$ cat config.mk
export PLATFORM = sky130hd
export DESIGN_NAME = path_command_line_parser_core
export DESIGN_NICKNAME = d
export VERILOG_FILES = /design/src/rtl/core/pclp_pkg.sv /design/src/rtl/core/pclp_ram.sv /design/src/rtl/core/pclp_line_parser.sv /design/src/rtl/core/path_command_line_parser_core.sv
export VERILOG_INCLUDE_DIRS = /design/src /design/src/rtl/core
export SDC_FILE = /design/constraint.sdc
export NUM_CORES = 2
export LEC_CHECK = 0
export ABC_CLOCK_PERIOD_IN_PS = 12400
export BUFFER_PORTS_ARGS = -buffer_cell sky130_fd_sc_hd__clkbuf_2
export CAP_MARGIN = 20
export CORE_ASPECT_RATIO = 1.25
export CORE_MARGIN = 2
export CORE_UTILIZATION = 42
export CTS_BUF_LIST = sky130_fd_sc_hd__clkbuf_8
export DETAILED_ROUTE_END_ITERATION = 16
export SLEW_MARGIN = 20
export SYNTH_ARGS = -nofsm -noshare
export SYNTH_HDL_FRONTEND = slang
export SYNTH_MEMORY_MAX_BITS = 65536
export SYNTH_SLANG_ARGS = --single-unit
$ cat constraint.sdc
create_clock -name clk -period 12.4 [get_ports clk]
set_clock_uncertainty 0.2 [all_clocks]
set_input_delay 0 -clock clk [delete_from_list [all_inputs] [get_ports clk]]
set_output_delay 0 -clock clk [all_outputs]
set_load 0.02 [all_outputs]
$ cat src/rtl/core/assert_macros.svh
// Concurrent assertion helpers shared by the core RTL.
`ifndef ASSERT_MACROS_SVH
`define ASSERT_MACROS_SVH

// Condition holds at every clock edge out of reset.
`define ASSERT_ALWAYS(label, clk, rst_n, cond) \
    label: assert property (@(posedge clk) disable iff (!rst_n) (cond)) \
        else $error("assertion failed");

// Consequent holds in the same cycle as the antecedent.
`define ASSERT_IMPLY(label, clk, rst_n, ante, cons) \
    label: assert property (@(posedge clk) disable iff (!rst_n) (ante) |-> (cons)) \
        else $error("assertion failed");

// Consequent holds in the cycle after the antecedent.
`define ASSERT_NEXT(label, clk, rst_n, ante, cons) \
    label: assert property (@(posedge clk) disable iff (!rst_n) (ante) |=> (cons)) \
        else $error("assertion failed");

`endif

$ cat src/rtl/core/pclp_pkg.sv
`default_nettype none

package pclp_pkg;

    localparam int IDX_W      = 7;
    localparam int COORD_W    = 16;
    localparam int CNT_W      = 8;
    localparam int S_TDATA_W  = 16;
    localparam int M_TDATA_W  = 56;
    localparam int EV_W       = 3;

    localparam logic OP_BYTE = 1'b0;
    localparam logic OP_READ = 1'b1;

    localparam logic [7:0] CHR_LF    = 8'h0A;
    localparam logic [7:0] CHR_CR    = 8'h0D;
    localparam logic [7:0] CHR_NUL   = 8'h00;
    localparam logic [7:0] CHR_ZERO  = 8'h30;
    localparam logic [7:0] CHR_PLUS  = 8'h2B;
    localparam logic [7:0] CHR_MINUS = 8'h2D;
    localparam logic [7:0] CHR_COMMA = 8'h2C;
    localparam logic [7:0] CHR_SPACE = 8'h20;
    localparam logic [7:0] CHR_TAB   = 8'h09;

    // keywords left-aligned, first character in the top byte
    localparam logic [39:0] KW_START = "START";
    localparam logic [39:0] KW_END   = {"END", 16'h0000};
    localparam logic [39:0] KW_P     = {"P:", 24'h000000};
    localparam int KW_START_LEN = 5;
    localparam int KW_END_LEN   = 3;
    localparam int KW_P_LEN     = 2;

    typedef enum logic [2:0] {
        EV_NONE   = 3'd0,
        EV_START  = 3'd1,
        EV_END    = 3'd2,
        EV_POINT  = 3'd3,
        EV_REJECT = 3'd4,
        EV_READ   = 3'd5
    } ev_t;

    typedef enum logic [2:0] {
        ST_IDLE,
        ST_RDPT,
        ST_SCAN,
        ST_DECIDE,
        ST_EMIT
    } st_t;

    typedef enum logic [2:0] {
        N_XWS,
        N_XSGN,
        N_XDIG,
        N_YWS,
        N_YSGN,
        N_YDIG,
        N_DONE,
        N_FAIL
    } num_st_t;

    typedef struct packed {
        logic                 start_m;
        logic                 end_m;
        logic                 p_m;
        logic                 num_ok;
        logic [COORD_W-1:0]   x;
        logic [COORD_W-1:0]   y;
    } parse_t;

    function automatic logic [7:0] kw_byte(input logic [39:0] word, input logic [2:0] idx);
        logic [7:0] b;
        case (idx)
            3'd0:    b = word[39:32];
            3'd1:    b = word[31:24];
            3'd2:    b = word[23:16];
            3'd3:    b = word[15:8];
            3'd4:    b = word[7:0];
            default: b = CHR_NUL;
        endcase
        return b;
    endfunction

    function automatic logic is_blank(input logic [7:0] c);
        return (c == CHR_SPACE) || ((c >= CHR_TAB) && (c <= CHR_CR));
    endfunction

    function automatic logic is_digit(input logic [7:0] c);
        return (c >= CHR_ZERO) && (c <= 8'h39);
    endfunction

endpackage

`default_nettype wire

$ cat src/rtl/core/pclp_ram.sv
`default_nettype none

module pclp_ram #(
    parameter int WIDTH = 8,
    parameter int DEPTH = 64,
    parameter int AW    = (DEPTH > 1) ? $clog2(DEPTH) : 1
) (
    input  logic             clk,
    input  logic             wr_en,
    input  logic [AW-1:0]    wr_addr,
    input  logic [WIDTH-1:0] wr_data,
    input  logic             rd_en,
    input  logic [AW-1:0]    rd_addr,
    output logic [WIDTH-1:0] rd_data
);

    logic [WIDTH-1:0] mem [DEPTH];
    logic [WIDTH-1:0] rd_data_reg;

    always_ff @(posedge clk)
    begin
        if (wr_en)
        begin
            mem[wr_addr] <= wr_data;
        end
        if (rd_en)
        begin
            rd_data_reg <= mem[rd_addr];
        end
    end

    assign rd_data = rd_data_reg;

endmodule

`default_nettype wire

$ cat src/rtl/core/pclp_line_parser.sv
`default_nettype none

module pclp_line_parser #(
    parameter int POS_W = 6
) (
    input  logic                clk,
    input  logic                rst_n,
    input  logic                clear,
    input  logic                step,
    input  logic [POS_W-1:0]    pos,
    input  logic [7:0]          chr,
    output pclp_pkg::parse_t    result
);

    import pclp_pkg::*;

    num_st_t              num_st_reg, num_st_next;
    logic                 start_m_reg, start_m_next;
    logic                 end_m_reg, end_m_next;
    logic                 p_m_reg, p_m_next;
    logic                 neg_x_reg, neg_x_next;
    logic                 neg_y_reg, neg_y_next;
    logic [COORD_W-1:0]   acc_x_reg, acc_x_next;
    logic [COORD_W-1:0]   acc_y_reg, acc_y_next;
    logic [7:0]           dig_full;
    logic [COORD_W-1:0]   dig;
    logic [2:0]           p3;
    logic                 in_num;

    assign dig_full = chr - CHR_ZERO;
    assign dig      = COORD_W'(dig_full[3:0]);
    assign p3       = pos[2:0];
    assign in_num   = (pos >= POS_W'(KW_P_LEN));

    always_ff @(posedge clk or negedge rst_n)
    begin
        if (!rst_n)
        begin
            num_st_reg  <= N_XWS;
            start_m_reg <= 1'b0;
            end_m_reg   <= 1'b0;
            p_m_reg     <= 1'b0;
        end
        else
        begin
            num_st_reg  <= num_st_next;
            start_m_reg <= start_m_next;
            end_m_reg   <= end_m_next;
            p_m_reg     <= p_m_next;
        end
    end

    always_ff @(posedge clk)
    begin
        neg_x_reg <= neg_x_next;
        neg_y_reg <= neg_y_next;
        acc_x_reg <= acc_x_next;
        acc_y_reg <= acc_y_next;
    end

    always_comb
    begin
        num_st_next  = num_st_reg;
        start_m_next = start_m_reg;
        end_m_next   = end_m_reg;
        p_m_next     = p_m_reg;
        neg_x_next   = neg_x_reg;
        neg_y_next   = neg_y_reg;
        acc_x_next   = acc_x_reg;
        acc_y_next   = acc_y_reg;

        if (clear)
        begin
            num_st_next  = N_XWS;
            start_m_next = 1'b1;
            end_m_next   = 1'b1;
            p_m_next     = 1'b1;
            neg_x_next   = 1'b0;
            neg_y_next   = 1'b0;
        end
        else if (step)
        begin
            // drop a keyword candidate on its first mismatching character
            if ((pos < POS_W'(KW_START_LEN)) && (chr != kw_byte(KW_START, p3)))
            begin
                start_m_next = 1'b0;
            end
            if ((pos < POS_W'(KW_END_LEN)) && (chr != kw_byte(KW_END, p3)))
            begin
                end_m_next = 1'b0;
            end
            if ((pos < POS_W'(KW_P_LEN)) && (chr != kw_byte(KW_P, p3)))
            begin
                p_m_next = 1'b0;
            end

            if (in_num)
            begin
                case (num_st_reg)
                    N_XWS:
                    begin
                        if (is_digit(chr))
                        begin
                            num_st_next = N_XDIG;
                            acc_x_next  = dig;
                            neg_x_next  = 1'b0;
                        end
                        else if ((chr == CHR_PLUS) || (chr == CHR_MINUS))
                        begin
                            num_st_next = N_XSGN;
                            neg_x_next  = (chr == CHR_MINUS);
                        end
                        else if (!is_blank(chr))
                        begin
                            num_st_next = N_FAIL;
                        end
                    end
                    N_XSGN:
                    begin
                        if (is_digit(chr))
                        begin
                            num_st_next = N_XDIG;
                            acc_x_next  = dig;
                        end
                        else
                        begin
                            num_st_next = N_FAIL;
                        end
                    end
                    N_XDIG:
                    begin
                        if (is_digit(chr))
                        begin
                            acc_x_next = (acc_x_reg << 3) + (acc_x_reg << 1) + dig;
                        end
                        else if (chr == CHR_COMMA)
                        begin
                            num_st_next = N_YWS;
                        end
                        else
                        begin
                            num_st_next = N_FAIL;
                        end
                    end
                    N_YWS:
                    begin
                        if (is_digit(chr))
                        begin
                            num_st_next = N_YDIG;
                            acc_y_next  = dig;
                            neg_y_next  = 1'b0;
                        end
                        else if ((chr == CHR_PLUS) || (chr == CHR_MINUS))
                        begin
                            num_st_next = N_YSGN;
                            neg_y_next  = (chr == CHR_MINUS);
                        end
                        else if (!is_blank(chr))
                        begin
                            num_st_next = N_FAIL;
                        end
                    end
                    N_YSGN:
                    begin
                        if (is_digit(chr))
                        begin
                            num_st_next = N_YDIG;
                            acc_y_next  = dig;
                        end
                        else
                        begin
                            num_st_next = N_FAIL;
                        end
                    end
                    N_YDIG:
                    begin
                        // trailing text after the second value is ignored
                        if (is_digit(chr))
                        begin
                            acc_y_next = (acc_y_reg << 3) + (acc_y_reg << 1) + dig;
                        end
                        else
                        begin
                            num_st_next = N_DONE;
                        end
                    end
                    N_DONE:
                    begin
                        num_st_next = N_DONE;
                    end
                    N_FAIL:
                    begin
                        num_st_next = N_FAIL;
                    end
                    default:
                    begin
                        num_st_next = N_FAIL;
                    end
                endcase
            end
        end
    end

    assign result.start_m = start_m_reg;
    assign result.end_m   = end_m_reg;
    assign result.p_m     = p_m_reg;
    assign result.num_ok  = (num_st_reg == N_YDIG) || (num_st_reg == N_DONE);
    assign result.x       = neg_x_reg ? (COORD_W'(0) - acc_x_reg) : acc_x_reg;
    assign result.y       = neg_y_reg ? (COORD_W'(0) - acc_y_reg) : acc_y_reg;

endmodule

`default_nettype wire

$ cat src/rtl/core/path_command_line_parser_core.sv
// Flow: a buffered byte goes from ST_IDLE to ST_EMIT, a point read through ST_RDPT, and a
// terminator of a non-empty line through ST_SCAN (one line-memory read per cycle over up to
// n characters, n up to LINE_DEPTH-1) and ST_DECIDE; no new item is taken until ST_EMIT
// loads its word into the output register, which holds one finished word. Reset clears the
// line length, point count and path flags; the line and point memories are not cleared,
// and no item is accepted before reset is released.
`default_nettype none

module path_command_line_parser_core #(
    parameter int LINE_DEPTH  = 50,
    parameter int POINT_DEPTH = 128
) (
    input  logic                               clk,
    input  logic                               rst_n,
    input  logic                               s_tvalid,
    output logic                               s_tready,
    input  logic [pclp_pkg::S_TDATA_W-1:0]     s_tdata,   // rx_byte[7:0], read_index[14:8], pad
    input  logic [0:0]                         s_tuser,   // opcode
    output logic                               m_tvalid,
    input  logic                               m_tready,
    // point_index[6:0], coord_x[22:7], coord_y[38:23], stored_points[46:39],
    // path_open[47], path_complete[48], pad
    output logic [pclp_pkg::M_TDATA_W-1:0]     m_tdata,
    output logic [pclp_pkg::EV_W-1:0]          m_tuser    // event_res
);

    import pclp_pkg::*;

    localparam int LW   = $clog2(LINE_DEPTH);
    localparam int PA   = (POINT_DEPTH > 1) ? $clog2(POINT_DEPTH) : 1;
    localparam int PT_W = $clog2(POINT_DEPTH + 1);

    st_t                 state_reg, state_next;
    logic [LW-1:0]       line_len_reg, line_len_next;
    logic [LW-1:0]       pos_reg, pos_next;
    logic [LW-1:0]       len_eff_reg, len_eff_next;
    logic [PT_W-1:0]     point_total_reg, point_total_next;
    logic                recv_reg, recv_next;
    logic                done_reg, done_next;
    ev_t                 res_ev_reg, res_ev_next;
    logic [IDX_W-1:0]    res_slot_reg, res_slot_next;
    logic [COORD_W-1:0]  res_x_reg, res_x_next;
    logic [COORD_W-1:0]  res_y_reg, res_y_next;
    logic                range_reg, range_next;
    logic                m_tvalid_reg;
    logic [M_TDATA_W-1:0] m_tdata_reg;
    logic [EV_W-1:0]     m_tuser_reg;

    logic                s_accept;
    logic                m_load;
    logic [7:0]          rx_byte;
    logic [IDX_W-1:0]    read_index;
    logic                in_range;

    logic                lmem_we, lmem_re;
    logic [LW-1:0]       lmem_ra;
    logic [7:0]          lmem_rd;
    logic                pmem_we, pmem_re;
    logic [31:0]         pmem_rd;

    logic                prs_clear, prs_step;
    parse_t              prs;

    assign rx_byte    = s_tdata[7:0];
    assign read_index = s_tdata[14:8];
    assign in_range   = (32'(read_index) < 32'(POINT_DEPTH));
    assign s_tready   = rst_n && (state_reg == ST_IDLE);
    assign s_accept   = s_tvalid && s_tready;

    pclp_ram #(
        .WIDTH (8),
        .DEPTH (LINE_DEPTH),
        .AW    (LW)
    ) u_line_ram (
        .clk     (clk),
        .wr_en   (lmem_we),
        .wr_addr (line_len_reg),
        .wr_data (rx_byte),
        .rd_en   (lmem_re),
        .rd_addr (lmem_ra),
        .rd_data (lmem_rd)
    );

    pclp_ram #(
        .WIDTH (32),
        .DEPTH (POINT_DEPTH),
        .AW    (PA)
    ) u_point_ram (
        .clk     (clk),
        .wr_en   (pmem_we),
        .wr_addr (point_total_reg[PA-1:0]),
        .wr_data ({prs.y, prs.x}),
        .rd_en   (pmem_re),
        .rd_addr (PA'(read_index)),
        .rd_data (pmem_rd)
    );

    pclp_line_parser #(
        .POS_W (LW)
    ) u_parser (
        .clk    (clk),
        .rst_n  (rst_n),
        .clear  (prs_clear),
        .step   (prs_step),
        .pos    (pos_reg),
        .chr    (lmem_rd),
        .result (prs)
    );

    always_ff @(posedge clk or negedge rst_n)
    begin
        if (!rst_n)
        begin
            state_reg       <= ST_IDLE;
            line_len_reg    <= '0;
            point_total_reg <= '0;
            recv_reg        <= 1'b0;
            done_reg        <= 1'b0;
            m_tvalid_reg    <= 1'b0;
        end
        else
        begin
            state_reg       <= state_next;
            line_len_reg    <= line_len_next;
            point_total_reg <= point_total_next;
            recv_reg        <= recv_next;
            done_reg        <= done_next;
            if (m_load)
            begin
                m_tvalid_reg <= 1'b1;
            end
            else if (m_tready)
            begin
                m_tvalid_reg <= 1'b0;
            end
        end
    end

    always_ff @(posedge clk)
    begin
        pos_reg      <= pos_next;
        len_eff_reg  <= len_eff_next;
        res_ev_reg   <= res_ev_next;
        res_slot_reg <= res_slot_next;
        res_x_reg    <= res_x_next;
        res_y_reg    <= res_y_next;
        range_reg    <= range_next;
        if (m_load)
        begin
            m_tuser_reg <= res_ev_reg;
            m_tdata_reg <= {7'b0, done_reg, recv_reg, CNT_W'(point_total_reg),
                            res_y_reg, res_x_reg, res_slot_reg};
        end
    end

    always_comb
    begin
        state_next       = state_reg;
        line_len_next    = line_len_reg;
        pos_next         = pos_reg;
        len_eff_next     = len_eff_reg;
        point_total_next = point_total_reg;
        recv_next        = recv_reg;
        done_next        = done_reg;
        res_ev_next      = res_ev_reg;
        res_slot_next    = res_slot_reg;
        res_x_next       = res_x_reg;
        res_y_next       = res_y_reg;
        range_next       = range_reg;
        lmem_we          = 1'b0;
        lmem_re          = 1'b0;
        lmem_ra          = '0;
        pmem_we          = 1'b0;
        pmem_re          = 1'b0;
        prs_clear        = 1'b0;
        prs_step         = 1'b0;
        m_load           = 1'b0;

        case (state_reg)
            ST_IDLE:
            begin
                if (s_accept)
                begin
                    res_ev_next   = EV_NONE;
                    res_slot_next = '0;
                    res_x_next    = '0;
                    res_y_next    = '0;
                    if (s_tuser[0] == OP_READ)
                    begin
                        pmem_re       = in_range;
                        range_next    = in_range;
                        res_ev_next   = EV_READ;
                        res_slot_next = read_index;
                        state_next    = ST_RDPT;
                    end
                    else if ((rx_byte == CHR_LF) || (rx_byte == CHR_CR))
                    begin
                        if (line_len_reg != '0)
                        begin
                            lmem_re    = 1'b1;
                            pos_next   = '0;
                            prs_clear  = 1'b1;
                            state_next = ST_SCAN;
                        end
                        else
                        begin
                            state_next = ST_EMIT;
                        end
                    end
                    else if (line_len_reg < LW'(LINE_DEPTH - 1))
                    begin
                        lmem_we       = 1'b1;
                        line_len_next = line_len_reg + 1'b1;
                        state_next    = ST_EMIT;
                    end
                    else
                    begin
                        // overflow: drop the byte and restart the line
                        line_len_next = '0;
                        state_next    = ST_EMIT;
                    end
                end
            end
            ST_RDPT:
            begin
                res_x_next = range_reg ? pmem_rd[15:0] : '0;
                res_y_next = range_reg ? pmem_rd[31:16] : '0;
                state_next = ST_EMIT;
            end
            ST_SCAN:
            begin
                if (lmem_rd == CHR_NUL)
                begin
                    // a zero byte ends the line early
                    len_eff_next = pos_reg;
                    state_next   = ST_DECIDE;
                end
                else
                begin
                    prs_step = 1'b1;
                    if ((pos_reg + 1'b1) == line_len_reg)
                    begin
                        len_eff_next = line_len_reg;
                        state_next   = ST_DECIDE;
                    end
                    else
                    begin
                        lmem_re  = 1'b1;
                        lmem_ra  = pos_reg + 1'b1;
                        pos_next = pos_reg + 1'b1;
                    end
                end
            end
            ST_DECIDE:
            begin
                line_len_next = '0;
                state_next    = ST_EMIT;
                if (prs.start_m && (len_eff_reg >= LW'(KW_START_LEN)))
                begin
                    point_total_next = '0;
                    recv_next        = 1'b1;
                    done_next        = 1'b0;
                    res_ev_next      = EV_START;
                end
                else if (prs.end_m && (len_eff_reg >= LW'(KW_END_LEN)))
                begin
                    recv_next   = 1'b0;
                    done_next   = 1'b1;
                    res_ev_next = EV_END;
                end
                else if (!(prs.p_m && (len_eff_reg >= LW'(KW_P_LEN))) || !recv_reg
                         || !prs.num_ok || (point_total_reg >= PT_W'(POINT_DEPTH)))
                begin
                    res_ev_next = EV_REJECT;
                end
                else
                begin
                    pmem_we          = 1'b1;
                    point_total_next = point_total_reg + 1'b1;
                    res_ev_next      = EV_POINT;
                    res_slot_next    = IDX_W'(point_total_reg);
                    res_x_next       = prs.x;
                    res_y_next       = prs.y;
                end
            end
            ST_EMIT:
            begin
                if (!m_tvalid_reg || m_tready)
                begin
                    m_load     = 1'b1;
                    state_next = ST_IDLE;
                end
            end
            default:
            begin
                state_next = ST_IDLE;
            end
        endcase
    end

    assign m_tvalid = m_tvalid_reg;
    assign m_tdata  = m_tdata_reg;
    assign m_tuser  = m_tuser_reg;

`include "assert_macros.svh"

    `ASSERT_ALWAYS(a_line_bound, clk, rst_n, 32'(line_len_reg) <= 32'(LINE_DEPTH - 1))
    `ASSERT_ALWAYS(a_point_bound, clk, rst_n, 32'(point_total_reg) <= 32'(POINT_DEPTH))
    `ASSERT_ALWAYS(a_flags_excl, clk, rst_n, !(recv_reg && done_reg))
    `ASSERT_ALWAYS(a_pmem_no_overlap, clk, rst_n, !(pmem_we && pmem_re))
    `ASSERT_IMPLY(a_scan_in_line, clk, rst_n, state_reg == ST_SCAN, pos_reg < line_len_reg)
    `ASSERT_NEXT(a_accept_busy, clk, rst_n, s_accept, state_reg != ST_IDLE)

endmodule

`default_nettype wire

==> results by group <==
Status
  • Status: finished, final reports clean

Synth
  • Cells after Synth: between 7k and 8k
  • Post-Syn Area: about 0.18 mm²
  • Syn_area_per_cell: about 23 µm²
  • Commonest register cell after synthesis: edfxtp_1
  • Seq/Total Area, Yosys: 0.776
  • Warnings from Yosys: 0
  • Post-synth EDFFs: 4674
  • Unique masters post-synth: between 80 and 90
  • Asr flop ratio synth: 0.00553
  • Yosys reg bits: about 4.7k

Global routing
  • Gr usage total: 0.206
  • Grt ovf: 0
  • Initial antenna violation count: 43
  • First-pass GRT wire length: about 640 mm
  • Largest net degree at the start of global routing: 122
  • Vias in the first global route: 89.2k

STA
  • Unrepaired setup endpoints after global routing: no
  • Peak Freq: about 180 MHz
  • Post-route minimum period: between 5 and 6 ns
  • Hold Fails Final Rpt: 0
  • Endpoints failing setup: 0
  • Slew at the pin with the worst max-slew slack: ~1.2 ns
  • Final Cycle Share: 0.438
  • Max-slew violations: 0
  • Setup tns final: 0 ns
  • Normalized max-slew margin: 0.204

Setup path
  • Critical path data required time: about 13 ns
  • Setup crit start kind: flop
  • CP top delay family: simple AND/OR/NAND/NOR gates
  • Slowest Stage Delay on Critical Path: a little under 1 ns
  • Slowest-stage cell, CP: ha_1
  • Critical Path AT: between 6 and 7 ns
  • Critical path class: reg -> reg
  • Crit end category: flop
  • Worst-path cell chain: clkinv_1 > ha_1 > xor2_1 > nor3_1 > nand3_1 > o211ai_1 > buf_4 > mux2_2 > o21ai_0 > a21oi_1 > nor4b_1 > nor4_1
  • Buf+Inv Stages, Crit Path: 2
  • CP max FO: 65

Job
  • Max-cap viol count: 0

Die
  • Rows: between 200 and 300
  • Die X-Extent: roughly 590 µm
  • Initial Utilization: 0.421
  • Die Area: 0.438 mm²
  • Core area: 0.432 mm²
  • Ports: 82
  • Die Ht: 739 µm

Clock tree
  • Post-CTS Resized: 0
  • Clk buf depth: 4
  • Clock slew at reported path FFs: around 0.070 ns
  • Clock Latency Late Sink: between 1 and 1.5 ns
  • Root Driver: clkbuf_8
  • Total CTS buffers: 700
  • CTS tree: built
  • H-tree depth: 6
  • Clk sinks: around 4.7k

Layout
  • Layout cells sized above 1: 0.311
  • Fillers: between 30k and 40k
  • Number of flip-flops in the largest register: around 4k
  • P&R area growth vs syn: 12.5%
  • # nets final: about 8.6k

Power
  • Worst IR drop on VDD: 0.106 mV
  • Power per Cell Area: 151 mW/mm²
  • Cell leakage power: approximately 64 nW
  • Power Total: 30.8 mW

Drt
  • DRC: 0
  • Per-cell routed wire length: between 30 and 40 µm
  • Aggregate routed wire length: 455 mm
  • Vias per inst: between 5 and 6
  • DRT iter0 DRCs: 9962
  • Antenna Nets Post-Route: 0
  • Pre-antenna DRT Iters: 6
  • Vias: 86.2k

Placement
  • Port Buf Inserts: between 70 and 80
  • DP HPWL: 244 mm
  • GPL Wtd Cong: approximately 0.8

Hold path
  • Hold Crit Class: in -> reg
[worst paths after layout]
path / startpoint / end / slack (ns) / depth (start not counted)
worst max-delay path: pos_reg[0] / u_line_ram.rd_data[6] / 6.97 / 12
worst min-delay path: s_tdata[12] / u_point_ram.rd_data[28] / 0.15 / 4
worst max register to register: pos_reg[0] / u_line_ram.rd_data[6] / 6.97 / 12
worst min register to register: res_y_reg[3] / m_tdata[26] / 0.21 / 0
max in group asynchronous: rst_n / point_total_reg[0] / 11.09 / 6
min in group asynchronous: rst_n / line_len_reg[1] / 0.74 / 6
[synthesized netlist by cell type, types with 16 or more instances]
library cell	number	area, µm²
inv_1	25	93.8
ha_1	63	788
mux4_2	1351	30400
nand3_1	69	345
xnor2_1	45	394
nor2_1	278	1040
a21oi_1	72	360
o221ai_1	52	455
o21ai_0	76	380
a22o_1	34	298
buf_4	17	128
buf_1	95	357
nand2_1	190	713
clkbuf_1	237	890
mux2_2	47	529
o211ai_1	17	128
buf_2	77	385
edfxtp_1	4674	140000
mux2i_1	18	180
xor2_1	28	245
nand4_1	16	100
a31oi_1	21	131
o22ai_1	45	282
nor3_1	29	145
dfrtp_1	26	651
[power breakdown]
group	internal, mW	switching [mW]	total [mW]	leakage [nW]
Sequential	17.5	0.0529	17.5	42.9
Combinational	0.576	0.912	1.49	14.0
Clock	5.87	5.89	11.8	7.34
Total	23.9	6.86	30.8	64.3
[tightest hold or removal path: cells and delay by family]
family / cells / cell delay, ns
mux: 2 / 0.59
buf+inv: 2 / 0.79
[layout make-up]
cell class,count,area (µm²),area share
repair buffers,393,3140,0.0154
clock buffers,714,9830,0.0481
multi-input cells,2677,40200,0.196
flip-flops and latches,4702,141000,0.690
inverters,28,105,0.000514
clock inverters,530,2990,0.0146
well taps,5712,7150,0.0350
diodes,24,60.1,0.000294
[cells by family (layout without fill, tap and decap cells)]
| logic type | after synthesis | count (layout) | synth area share |
|---|---|---|---|
| flip-flops | 4702 | 4702 | 0.776 |
| multiplexers | 1416 | 1416 | 0.171 |
| XOR/XNOR | 76 | 76 | 0.00390 |
| adder cells (fa/ha/maj) | 67 | 67 | 0.00478 |
| buffers and inverters | 457 | 1665 | 0.0104 |
| AND/OR/NAND/NOR | 673 | 673 | 0.0165 |
| AO/OA/AOI/OAI | 438 | 438 | 0.0170 |
| other | 1 | 31 | 0.0000206 |
[layer usage]
| layer | up-vias | wire length (µm) | GRT usage |
|---|---|---|---|
| met5 | - | 42 | 0 |
| li1 | 35008 | - | - |
| met3 | 717 | 34000 | 0.0345 |
| met1 | 46793 | 179000 | 0.273 |
| met2 | 3627 | 229000 | 0.347 |
| met4 | 6 | 13300 | 0.0650 |
[cells in the final DEF (no fill, tap or decap), types with 63 or more instances in the layout]
cell and n:
buf_4 261, ha_1 63, mux4_2 1351, nor2_4 129, clkinv_1 168, nand2_1 184, nor2_1 148, inv_1 241
clkbuf_8 714, clkinv_2 79, edfxtp_1 4674, nand3_1 67, clkbuf_2 67, o21ai_0 73, a21oi_1 70
[metrics by stage]
| step | std cells | setup slack, ns | area (µm²) | utilization | hold slack (ns) |
|---|---|---|---|---|---|
| final | 14780 | 6.97 | 204000 | 0.474 | 0.146 |
| after global routing | 14777 | 6.77 | 204000 | 0.474 | 0.0819 |
| after CTS | 14756 | 6.99 | 204000 | 0.473 | 0.0101 |
| after detailed placement | 13467 | 7.02 | 191000 | 0.443 | -0.113 |
| after global placement | 13467 | 7.15 | 191000 | 0.443 | -0.130 |
| after floorplan | 7836 | 4.83 | 182000 | - | -0.496 |
[what timing repair did]
item | CTS | global route
buffers inserted | 0 | 0
hold buffers | 45 | 0
hold endpoints to repair | 978 | 0
Note: power is estimated with default switching activity, not from simulation.
